`src/rtl/frag_pkg.sv`:
```
`timescale 1ns / 1ps
// Shared types, constants and helper function for the frame rotation
// address generator. No dependencies.
package frag_pkg;

  localparam int MAX_SIDE = 512;
  localparam int CNT_W    = $clog2(MAX_SIDE);
  localparam int SIDE_W   = CNT_W + 1;
  localparam int DIM_W    = 10;
  localparam int EXT_W    = (SIDE_W > DIM_W) ? SIDE_W : DIM_W;
  localparam int ADDR_W   = 18;
  localparam int PIX_W    = 16;
  localparam int PROD_W   = (CNT_W + SIDE_W > ADDR_W) ? CNT_W + SIDE_W : ADDR_W;

  localparam int CFG_IDX_W  = 2;
  localparam int CFG_DATA_W = DIM_W;

  localparam int IN_TDATA_W  = ((PIX_W + 7) / 8) * 8;
  localparam int OUT_TDATA_W = ((ADDR_W + PIX_W + 7) / 8) * 8;

  localparam logic [DIM_W-1:0] WIDTH_RESET  = DIM_W'(480);
  localparam logic [DIM_W-1:0] HEIGHT_RESET = DIM_W'(320);

  typedef enum logic [1:0] {
    ROT_0   = 2'd0,
    ROT_90  = 2'd1,
    ROT_180 = 2'd2,
    ROT_270 = 2'd3
  } rot_t;

  localparam logic [CFG_IDX_W-1:0] CFG_ROTATION = CFG_IDX_W'(0);
  localparam logic [CFG_IDX_W-1:0] CFG_WIDTH    = CFG_IDX_W'(1);
  localparam logic [CFG_IDX_W-1:0] CFG_HEIGHT   = CFG_IDX_W'(2);

  typedef struct packed {
    rot_t              rotation;
    logic [SIDE_W-1:0] side_w;
    logic [SIDE_W-1:0] side_h;
    logic              restart;
  } cfg_view_t;

  typedef struct packed {
    logic [CNT_W-1:0]  mul_a;
    logic [SIDE_W-1:0] mul_b;
    logic [CNT_W-1:0]  offset;
    logic [PIX_W-1:0]  pixel;
    logic              frame_end;
  } s1_t;

  // A zero dimension counts as one, an oversized one as the largest side.
  function automatic logic [SIDE_W-1:0] eff_side(input logic [DIM_W-1:0] v);
    logic [EXT_W-1:0] ve;
    ve = EXT_W'(v);
    if (v == '0) begin
      return SIDE_W'(1);
    end else if (ve > EXT_W'(MAX_SIDE)) begin
      return SIDE_W'(MAX_SIDE);
    end else begin
      return SIDE_W'(ve);
    end
  endfunction

endpackage

```
`src/rtl/frag_cfg.sv`:
```
`timescale 1ns / 1ps
// Configuration registers: rotation and frame dimensions, with the
// effective sides derived for the datapath. Depends on frag_pkg.
module frag_cfg (
  input  logic                           clk,
  input  logic                           rst_n,
  input  logic                           cfg_valid,
  input  logic [frag_pkg::CFG_IDX_W-1:0] cfg_index,
  input  logic [frag_pkg::CFG_DATA_W-1:0] cfg_data,
  output frag_pkg::cfg_view_t            view
);
  import frag_pkg::*;

  rot_t             rotation_r, rotation_nxt;
  logic [DIM_W-1:0] width_r, width_nxt;
  logic [DIM_W-1:0] height_r, height_nxt;
  logic             restart;

  always_comb begin
    rotation_nxt = rotation_r;
    width_nxt    = width_r;
    height_nxt   = height_r;
    restart      = 1'b0;
    if (cfg_valid) begin
      case (cfg_index)
        CFG_ROTATION: rotation_nxt = rot_t'(cfg_data[1:0]);
        CFG_WIDTH: begin
          width_nxt = cfg_data[DIM_W-1:0];
          restart   = 1'b1;
        end
        CFG_HEIGHT: begin
          height_nxt = cfg_data[DIM_W-1:0];
          restart    = 1'b1;
        end
        default: ;
      endcase
    end
  end

  always_ff @(posedge clk) begin
    if (!rst_n) begin
      rotation_r <= ROT_90;
      width_r    <= WIDTH_RESET;
      height_r   <= HEIGHT_RESET;
    end else begin
      rotation_r <= rotation_nxt;
      width_r    <= width_nxt;
      height_r   <= height_nxt;
    end
  end

  assign view.rotation = rotation_r;
  assign view.side_w   = eff_side(width_r);
  assign view.side_h   = eff_side(height_r);
  assign view.restart  = restart;

endmodule

```
`src/rtl/frag_front.sv`:
```
`timescale 1ns / 1ps
// Column and row counters plus operand selection; loads the stage-one
// register with the multiply-add operands of each pixel. Depends on frag_pkg.
module frag_front (
  input  logic                       clk,
  input  logic                       rst_n,
  input  frag_pkg::cfg_view_t        view,
  input  logic                       load,
  input  logic                       take,
  input  logic [frag_pkg::PIX_W-1:0] pixel_in,
  output logic                       s1_valid,
  output frag_pkg::s1_t              s1
);
  import frag_pkg::*;

  logic [CNT_W-1:0]  col_r, col_nxt;
  logic [CNT_W-1:0]  row_r, row_nxt;
  logic              s1_valid_r, s1_valid_nxt;
  s1_t               s1_r, s1_nxt;
  logic [SIDE_W-1:0] col_ext, row_ext, w_last, h_last;
  logic [CNT_W-1:0]  col_flip, row_flip;
  logic              last_col, last_row;

  always_comb begin
    col_ext  = SIDE_W'(col_r);
    row_ext  = SIDE_W'(row_r);
    w_last   = view.side_w - SIDE_W'(1);
    h_last   = view.side_h - SIDE_W'(1);
    col_flip = CNT_W'(w_last - col_ext);
    row_flip = CNT_W'(h_last - row_ext);
    last_col = (col_ext == w_last);
    last_row = (row_ext == h_last);
  end

  always_comb begin
    s1_nxt.pixel     = pixel_in;
    s1_nxt.frame_end = last_col && last_row;
    case (view.rotation)
      ROT_0: begin
        s1_nxt.mul_a  = row_r;
        s1_nxt.mul_b  = view.side_w;
        s1_nxt.offset = col_r;
      end
      ROT_90: begin
        s1_nxt.mul_a  = col_r;
        s1_nxt.mul_b  = view.side_h;
        s1_nxt.offset = row_flip;
      end
      ROT_180: begin
        s1_nxt.mul_a  = row_flip;
        s1_nxt.mul_b  = view.side_w;
        s1_nxt.offset = col_flip;
      end
      default: begin
        s1_nxt.mul_a  = col_flip;
        s1_nxt.mul_b  = view.side_h;
        s1_nxt.offset = row_r;
      end
    endcase
  end

  always_comb begin
    col_nxt = col_r;
    row_nxt = row_r;
    if (view.restart) begin
      col_nxt = '0;
      row_nxt = '0;
    end else if (load) begin
      if (last_col) begin
        col_nxt = '0;
        row_nxt = last_row ? '0 : row_r + CNT_W'(1);
      end else begin
        col_nxt = col_r + CNT_W'(1);
      end
    end
  end

  always_comb begin
    if (load) begin
      s1_valid_nxt = 1'b1;
    end else if (take) begin
      s1_valid_nxt = 1'b0;
    end else begin
      s1_valid_nxt = s1_valid_r;
    end
  end

  always_ff @(posedge clk) begin
    if (!rst_n) begin
      col_r      <= '0;
      row_r      <= '0;
      s1_valid_r <= 1'b0;
    end else begin
      col_r      <= col_nxt;
      row_r      <= row_nxt;
      s1_valid_r <= s1_valid_nxt;
    end
  end

  always_ff @(posedge clk) begin
    if (load) begin
      s1_r <= s1_nxt;
    end
  end

  assign s1_valid = s1_valid_r;
  assign s1       = s1_r;

endmodule

```
`src/rtl/frag_mac.sv`:
```
`timescale 1ns / 1ps
// Multiply-add of the stage-one operands into the result register that
// drives the output channel. Depends on frag_pkg.
module frag_mac (
  input  logic                        clk,
  input  logic                        rst_n,
  input  logic                        s1_valid,
  input  frag_pkg::s1_t               s1,
  input  logic                        out_ready,
  output logic                        take,
  output logic                        out_valid,
  output logic [frag_pkg::ADDR_W-1:0] out_addr,
  output logic [frag_pkg::PIX_W-1:0]  out_pixel,
  output logic                        out_end
);
  import frag_pkg::*;

  logic              out_valid_r, out_valid_nxt;
  logic [ADDR_W-1:0] addr_r, addr_nxt;
  logic [PIX_W-1:0]  pixel_r;
  logic              end_r;
  logic [PROD_W-1:0] product;

  assign take = s1_valid && (!out_valid_r || out_ready);

  always_comb begin
    product  = PROD_W'(s1.mul_a) * PROD_W'(s1.mul_b) + PROD_W'(s1.offset);
    addr_nxt = product[ADDR_W-1:0];
  end

  always_comb begin
    if (take) begin
      out_valid_nxt = 1'b1;
    end else if (out_ready) begin
      out_valid_nxt = 1'b0;
    end else begin
      out_valid_nxt = out_valid_r;
    end
  end

  always_ff @(posedge clk) begin
    if (!rst_n) begin
      out_valid_r <= 1'b0;
    end else begin
      out_valid_r <= out_valid_nxt;
    end
  end

  always_ff @(posedge clk) begin
    if (take) begin
      addr_r  <= addr_nxt;
      pixel_r <= s1.pixel;
      end_r   <= s1.frame_end;
    end
  end

  assign out_valid = out_valid_r;
  assign out_addr  = addr_r;
  assign out_pixel = pixel_r;
  assign out_end   = end_r;

endmodule

```
`src/rtl/frame_rotation_address_generator.sv`:
```
`timescale 1ns / 1ps
// Frame rotation address generator top level: configuration registers,
// counter front end and multiply-add result stage. Depends on frag_pkg.
//
// Pixels of a drawn frame enter on the in_ stream in raster order. For each
// request the out_ stream gives the native frame-store address for the
// configured quarter-turn rotation, the pixel itself and tlast on the final
// pixel of the frame. Every input request yields exactly one output request.
// The counters and operand selection fill a stage register, then one
// multiply-add fills the output register. One pixel is taken every
// cycle while the output is drained.
// The cfg_ channel writes rotation (index 0), frame width (1) and frame
// height (2); cfg_ready is always high. A dimension write restarts the frame
// at column and row zero. Configuration is to be written while no pixel is
// in flight.
// Reset empties the pipeline, clears the counters and sets rotation 1 with a
// 480 by 320 frame. When the receiver stalls, up to two pixels are held and
// in_tready falls once both stages are full.
module frame_rotation_address_generator (
  input  logic                                  clk,
  input  logic                                  rst_n,
  input  logic                                  in_tvalid,
  output logic                                  in_tready,
  // [15:0] pixel_in
  input  logic [frag_pkg::IN_TDATA_W-1:0]       in_tdata,
  output logic                                  out_tvalid,
  input  logic                                  out_tready,
  // [17:0] store_address, [33:18] pixel_out, rest zero
  output logic [frag_pkg::OUT_TDATA_W-1:0]      out_tdata,
  output logic                                  out_tlast,
  input  logic                                  cfg_valid,
  output logic                                  cfg_ready,
  input  logic [frag_pkg::CFG_IDX_W-1:0]        cfg_index,
  input  logic [frag_pkg::CFG_DATA_W-1:0]       cfg_data
);
  import frag_pkg::*;

  cfg_view_t         view;
  s1_t               s1;
  logic              s1_valid;
  logic              take;
  logic              load;
  logic [ADDR_W-1:0] out_addr;
  logic [PIX_W-1:0]  out_pixel;

  assign cfg_ready = 1'b1;
  assign in_tready = !s1_valid || take;
  assign load      = in_tvalid && in_tready;

  frag_cfg u_cfg (
    .clk       (clk),
    .rst_n     (rst_n),
    .cfg_valid (cfg_valid),
    .cfg_index (cfg_index),
    .cfg_data  (cfg_data),
    .view      (view)
  );

  frag_front u_front (
    .clk      (clk),
    .rst_n    (rst_n),
    .view     (view),
    .load     (load),
    .take     (take),
    .pixel_in (in_tdata[PIX_W-1:0]),
    .s1_valid (s1_valid),
    .s1       (s1)
  );

  frag_mac u_mac (
    .clk       (clk),
    .rst_n     (rst_n),
    .s1_valid  (s1_valid),
    .s1        (s1),
    .out_ready (out_tready),
    .take      (take),
    .out_valid (out_tvalid),
    .out_addr  (out_addr),
    .out_pixel (out_pixel),
    .out_end   (out_tlast)
  );

  assign out_tdata = OUT_TDATA_W'({out_pixel, out_addr});

  a_ready_only_on_full: assert property (@(posedge clk) disable iff (!rst_n)
    !in_tready |-> (s1_valid && out_tvalid && !out_tready))
    else $error("in_tready low while the pipeline can advance");

  a_stage_moves_on: assert property (@(posedge clk) disable iff (!rst_n)
    (s1_valid && !out_tvalid) |=> out_tvalid)
    else $error("stage-one pixel not moved into an empty output register");

  a_take_needs_item: assert property (@(posedge clk) disable iff (!rst_n)
    take |-> s1_valid)
    else $error("output stage loaded without a stage-one pixel");

endmodule
```
`config.mk`:
```
export PLATFORM = sky130hd
export DESIGN_NAME = frame_rotation_address_generator
export DESIGN_NICKNAME = d
export VERILOG_FILES = /design/src/rtl/frag_pkg.sv /design/src/rtl/frag_cfg.sv /design/src/rtl/frag_front.sv /design/src/rtl/frag_mac.sv /design/src/rtl/frame_rotation_address_generator.sv
export SDC_FILE = /design/constraint.sdc
export NUM_CORES = 1
export LEC_CHECK = 0
export BUFFER_PORTS_ARGS = -buffer_cell sky130_fd_sc_hd__buf_2
export CAP_MARGIN = 20
export CORE_ASPECT_RATIO = 0.9
export CORE_MARGIN = 2
export CORE_UTILIZATION = 45
export CTS_CLUSTER_SIZE = 28
export DETAILED_ROUTE_END_ITERATION = 8
export PLACE_DENSITY = 0.68
export SKIP_CTS_REPAIR_TIMING = 1
export SLEW_MARGIN = 0
export SYNTH_ARGS = -nofsm -noshare
export SYNTH_HDL_FRONTEND = slang
export SYNTH_SLANG_ARGS = --single-unit
export TNS_END_PERCENT = 20
```
`constraint.sdc`:
```
create_clock -name clk -period 14.8 [get_ports clk]
set_input_delay 1.48 -clock clk [delete_from_list [all_inputs] [get_ports clk]]
set_output_delay 1.48 -clock clk [all_outputs]
set_load 0.01 [all_outputs]
```
Yosys cells after proc, flatten, opt, wreduce, memory -nomap -nowiden
Index checks and enable logic that the tools add are counted.
{"block": "op_classes", "n_lt_le_gt_ge": 2, "n_mux": 13, "add_sub_neg": 7, "reduce_logical": 19, "n_mul": 1, "eq_ne": 6, "n_bitwise": 1}
{"operator": "$pmux 28 s3", "n": 1}
{"operator": "$mux 10", "n": 4}
{"operator": "$eq 9x10->1", "n": 2}
{"operator": "$gt 10x10->1 const B", "n": 2}
{"operator": "$logic_not 10->1", "n": 2}
{"operator": "$sub 10x1->10 const B", "n": 2}
{"operator": "$add 18x9->18", "n": 1}
{"operator": "$add 9x1->9 const B", "n": 2}
{"operator": "$mul 9x10->18", "n": 1}
{"operator": "$mux 9", "n": 2}
{"operator": "$sub 9x9->9", "n": 2}
{"operator": "$reduce_and 2->1", "n": 4}
{"operator": "$mux 1", "n": 6}
{"operator": "$eq 2x1->1 const B", "n": 2}
{"operator": "$eq 2x2->1 const B", "n": 2}
{"operator": "$logic_not 2->1", "n": 2}
{"operator": "$reduce_bool 2->1", "n": 2}
{"operator": "$reduce_or 2->1", "n": 2}
{"operator": "$logic_and 1x1->1", "n": 3}
{"operator": "$logic_not 1->1", "n": 2}
{"operator": "$logic_or 1x1->1", "n": 2}
{"operator": "$not 1->1", "n": 1}
{"block": "totals", "register_bits": 122, "wordCells": 64, "out_inout_bits": 44, "inputBits": 33}

Logic depth before layout (Yosys ltp)
{"block": "logic_depth", "word_depth": 6, "mapped_depth": 20}

Hierarchy
From an unflattened synthesis, not the netlist that was laid out.
{"block": "unflattened", "cells_unflattened": 909, "hier_area_um2": 9512.9}
{"mod": "frag_mac", "instances": 1, "area_per_inst_um2": 4296.6, "seq_area_each_um2": 1071.0, "cells_per_inst": 400}
{"mod": "frag_front", "instances": 1, "area_per_inst_um2": 3982.6, "seq_area_each_um2": 1731.7, "cells_per_inst": 365}
{"mod": "frag_cfg", "instances": 1, "area_per_inst_um2": 1151.1, "seq_area_each_um2": 440.4, "cells_per_inst": 133}
{"mod": "frame_rotation_address_generator", "instances": 1, "area_per_inst_um2": 82.6, "seq_area_each_um2": 0.0, "cells_per_inst": 11}

Least setup slack after synthesis
OpenSTA, ideal clock, no wires.
{"block": "synth_timing", "path_type": "flip-flop to flip-flop", "from": "reg u_front.s1_r (netlist bit u_front.s1[38])", "to": "reg u_mac.addr_r[15] (netlist: u_mac.out_addr[15]), data pin", "setup_slack_ns": 9.850, "stages_incl_launch_ff": 18, "arrival_ns": 4.691, "setup_ns": 0.259, "required_ns": 14.541, "synth_period_minus_slack_ns": 4.950, "path_cell_list": "edfxtp_1 -> clkbuf_1 -> nand2_1 -> fa_1 -> inv_1 -> fa_1 -> ha_1 -> fa_1 -> inv_1 -> fa_1 -> inv_1 -> ha_1 -> o21a_1 -> a2111oi_0 -> o211ai_1 -> a31o_2 -> a21oi_1 -> xnor2_1"}
{"block": "synth_via", "elab_chain_cells": 2}
{"item": "start: declaration", "line_no": "frag_front.sv:19", "text": "s1_t s1_r, s1_nxt;"}
{"item": "start signal: assignment", "line_no": "frag_front.sv:102", "text": "s1_r <= s1_nxt;"}
{"item": "$mul 9x10->18", "line_no": "frag_mac.sv:27", "text": "product = PROD_W'(s1.mul_a) * PROD_W'(s1.mul_b) + PROD_W'(s1.offset);"}
{"item": "$add 18x9->18", "line_no": "frag_mac.sv:27"}
{"item": "named net u_mac.product[15]", "line_no": "frag_mac.sv:22", "text": "logic [PROD_W-1:0] product;"}
{"item": "end signal: assignment", "line_no": "frag_mac.sv:51", "text": "addr_r <= addr_nxt;"}
{"item": "end: declaration", "line_no": "frag_mac.sv:19", "text": "logic [ADDR_W-1:0] addr_r, addr_nxt;"}
The timed path passes the listed nets, and every way through them passes these cells.
A chain may end at the register's enable or synchronous reset.

Final worst setup path
Ends and elaborated chain as after synthesis.

==> results_dict.tcl <==
set metrics [dict create \
    timing.final.crit_share_pct 36.3 \
    synth.area.top_cells "edfxtp_1 26%, fa_1 14%, ha_1 10%" \
    crit_arrival_ns 5.53 \
    coreArea_um2 20100 \
    outcome "completed" \
    hold_ws_ns 0.417 \
    tns_ns 0 \
    slew_headroom_pct 31.7 \
    clockRootBuffer "clkbuf_16" \
    r2r_start "u_front.s1[38]" \
    drive_gt1_share_pct 11.9 \
    skew_ns 0.0128 \
    io_buffers 69 \
    met1Wirelength_um 9430 \
    critical_path.endpoint "u_mac.out_addr[15]" \
    maxCapViolCount 0 \
    dp_cells 1236 \
    viasPerCell 5.37 \
    grt_pass1_vias 6669 \
    cts_max_level 4 \
    wl_um 19600 \
    nFillCells 1809 \
    drv_slew 0 \
    clockBufferDepth 2 \
    syn_area_per_cell_um2 9.91 \
    ys_seq_area_share_pct 34.9 \
    finalCriticalPeriod_ns 5.37 \
    worstSetupPathDepth 16 \
    cts_sinks 122 \
    setup_violations 0 \
    fp-row-count 49 \
    drc_errors 0 \
    regArea_um2 3240 \
    synthFlopType "edfxtp_1" \
    crit_fanout 10 \
    num-nets-final 1171 \
    num_antenna_cells 0 \
    wl_met2_um 8890 \
    grt_pass1_wl_um 32700 \
    grt_usage_pct 18.9 \
    final_common_cell "nand2_1" \
    gr-total-overflow 0 \
    area_delta_synth_final_pct 12.6 \
    crit_family "adder cells" \
    synth_top_family_by_area "adder cells" \
    syn_inst 937 \
    syn-cell-area_um2 9280 \
    yosys.area.top_type "edfxtp_1" \
    top_layer "met4" \
    ant_nets 0 \
    synth.distinct_cells 62 \
    path_buf_inv 3 \
    rsz0062_at_grt "no" \
    synth_compound_gate_area_share_pct 11.1 \
    hold_viol_final 0 \
    place_congestion 0.917 \
    first_pass_iters 5 \
    antenna_found_initial 0 \
    multi_input_area_um2 5530 \
    max_freq_mhz 186 \
    crit_path_end_kind "register" \
    cp-start-kind "register" \
    wire_per_inst_um 15.4 \
    num_vias 6809 \
    drt-initial-drc-count 449 \
    synth_seq_cells 122 \
    crit_required_ns 14.97 \
    ios 77 \
    yosys.area_share.adder_pct 23.7 \
    yosys_warnings 0 \
    power_uw 1370 \
    muxShareOfSynthArea_pct 2.96 \
    numCtsBuffers 17 \
    final_cell_mix "126 x nand2_1, 98 x inv_1, 80 x edfxtp_1" \
    cp_slowest_stage_delay_ns 0.57 \
    peakVddDrop_uv 72.5 \
    die_h_um 140 \
    synth_top_cell_area_share_pct 25.9 \
    clk_pin_slew_worst_paths_ns 0.06 \
    clk_latency_ns 0.42 \
    r2r-end "u_mac.out_addr[15]" \
    synthXorXnorAreaFrac_pct 4.33 \
    hold_path_class "reg2reg" \
    reg2reg_slack_ns 9.43 \
    synth_simple_gate_area_share_pct 17.1 \
    critical_path_class "reg2reg" \
    grt_max_degree 56 \
    dieArea_um2 21800 \
    slowest_stage "a2111oi_0" \
    die_x_um 155 \
    finalNonFillerCells 1268 \
    leakagePower_uw 0.00450 \
    startpoint "u_front.s1[38]" \
    cts_tree "built" \
    path_common_cell "fa_1" \
    dp_hpwl_um 15000 \
    synth-edff-count 80 \
    ff2ff_path_depth 16 \
    initial_utilization_pct 46.2 \
    path_cells "nand2_1 > fa_1 > inv_1 > fa_1 > ha_1 > fa_1 > inv_1 > fa_1 > inv_1 > ha_1 > o21a_1 > a2111oi_0 > o211ai_1 > a31o_2 > a21oi_1 > xnor2_1" \
    tightest_slew_ns 1.02 \
    powerDensity_nw_per_um2 131 \
    wl_met3_um 864 \
    synthArstFlopShare_pct 0 \
]
==> state kept, by name, summed over array words and instances (netlist names) <==
| name | cells |
|---|---|
| u_mac.out_valid | 1 |
| u_mac.out_pixel | 16 |
| u_mac.out_end | 1 |
| u_front.col_r | 9 |
| u_cfg.rotation_r | 2 |
| u_cfg.height_r | 10 |
| u_cfg.width_r | 10 |
| u_front.s1 | 45 |
| u_front.s1_valid | 1 |
| u_front.row_r | 9 |
| u_mac.out_addr | 18 |
==> metrics by stage <==
stage | worst slack, ns | util [%] | area, um^2
6_report | 9.43 | 52.0 | 10500
5_1_grt | 9.17 | 52.0 | 10500
4_1_cts | 9.42 | 52.0 | 10500
3_5_place_dp | 9.42 | 48.9 | 9840
3_3_place_gp | 9.56 | 48.9 | 9840
2_1_floorplan | 9.85 | - | 9300
==> layout make-up <==
| type | count | share of cell area (%) |
|---|---|---|
| Clock inverter | 9 | 0.658 |
| Clock buffer | 23 | 5.20 |
| Multi-Input combinational cell | 687 | 53.0 |
| Sequential cell | 122 | 31.0 |
| Timing Repair Buffer | 72 | 3.52 |
| Tap cell | 255 | 3.05 |
| Inverter | 100 | 3.59 |
==> worst reg2reg max path: cells and delay by family, from the launching register on <==
family          cells  cell delay, ns
fa+ha+maj           6            2.71
compound gates      5            1.50
flops               1            0.53
buf+inv             3            0.15
simple gates        1            0.14
xor+xnor            1            0.09
==> Yosys cell counts (5+ instances only) <==
cell type	n
and2_1	60
ha_1	75
nand2b_1	12
mux4_2	5
nor3_1	11
a211oi_1	7
o211ai_1	6
o21ai_0	25
edfxtp_1	80
nand2_1	126
a21oi_1	35
nor2_1	49
mux2i_1	14
nor4_1	6
a21boi_0	20
nand4_1	12
nor3b_1	5
dfxtp_1	42
clkbuf_1	24
a21o_1	10
buf_4	7
inv_1	99
a31oi_1	6
xor2_1	9
xnor2_1	35
nand3_1	25
fa_1	63
o21a_1	5
nor2b_1	5
o21bai_1	6
==> report_power, final <==
group / total (uW) / switching, uW / leakage [uW] / internal, uW
Clock: 423 / 162 / 0.000302 / 261
Combinational: 504 / 287 / 0.00309 / 217
Sequential: 439 / 18.8 / 0.00111 / 420
==> worst min path at each step <==
stage,startpoint,to,slack (ns),depth (start not counted)
2_1_floorplan,u_front.s1[0],u_mac.out_end,0.40,0
3_3_place_gp,u_front.s1[15],u_mac.out_pixel[14],0.40,0
3_5_place_dp,u_front.s1[6],u_mac.out_pixel[5],0.41,0
4_1_cts,u_front.s1[0],u_mac.out_end,0.42,0
5_1_grt,u_front.s1[6],u_mac.out_pixel[5],0.42,0
6_report,u_front.s1[6],u_mac.out_pixel[5],0.42,0
==> kinds of logic after synthesis <==
family	Yosys count
XOR/XNOR	45
buffers and inverters	133
multiplexers	21
flip-flops	122
adder cells (fa/ha/maj)	138
AO/OA/AOI/OAI	150
other	2
AND/OR/NAND/NOR	326
==> metal layers <==
layer	global-route usage (%)	vias up
li1	-	3330
met1	26.4	3264
met2	29.9	190
met3	3.74	25
met4	5.99	0
met5	0	-
Power figures use the tool's default switching activity.
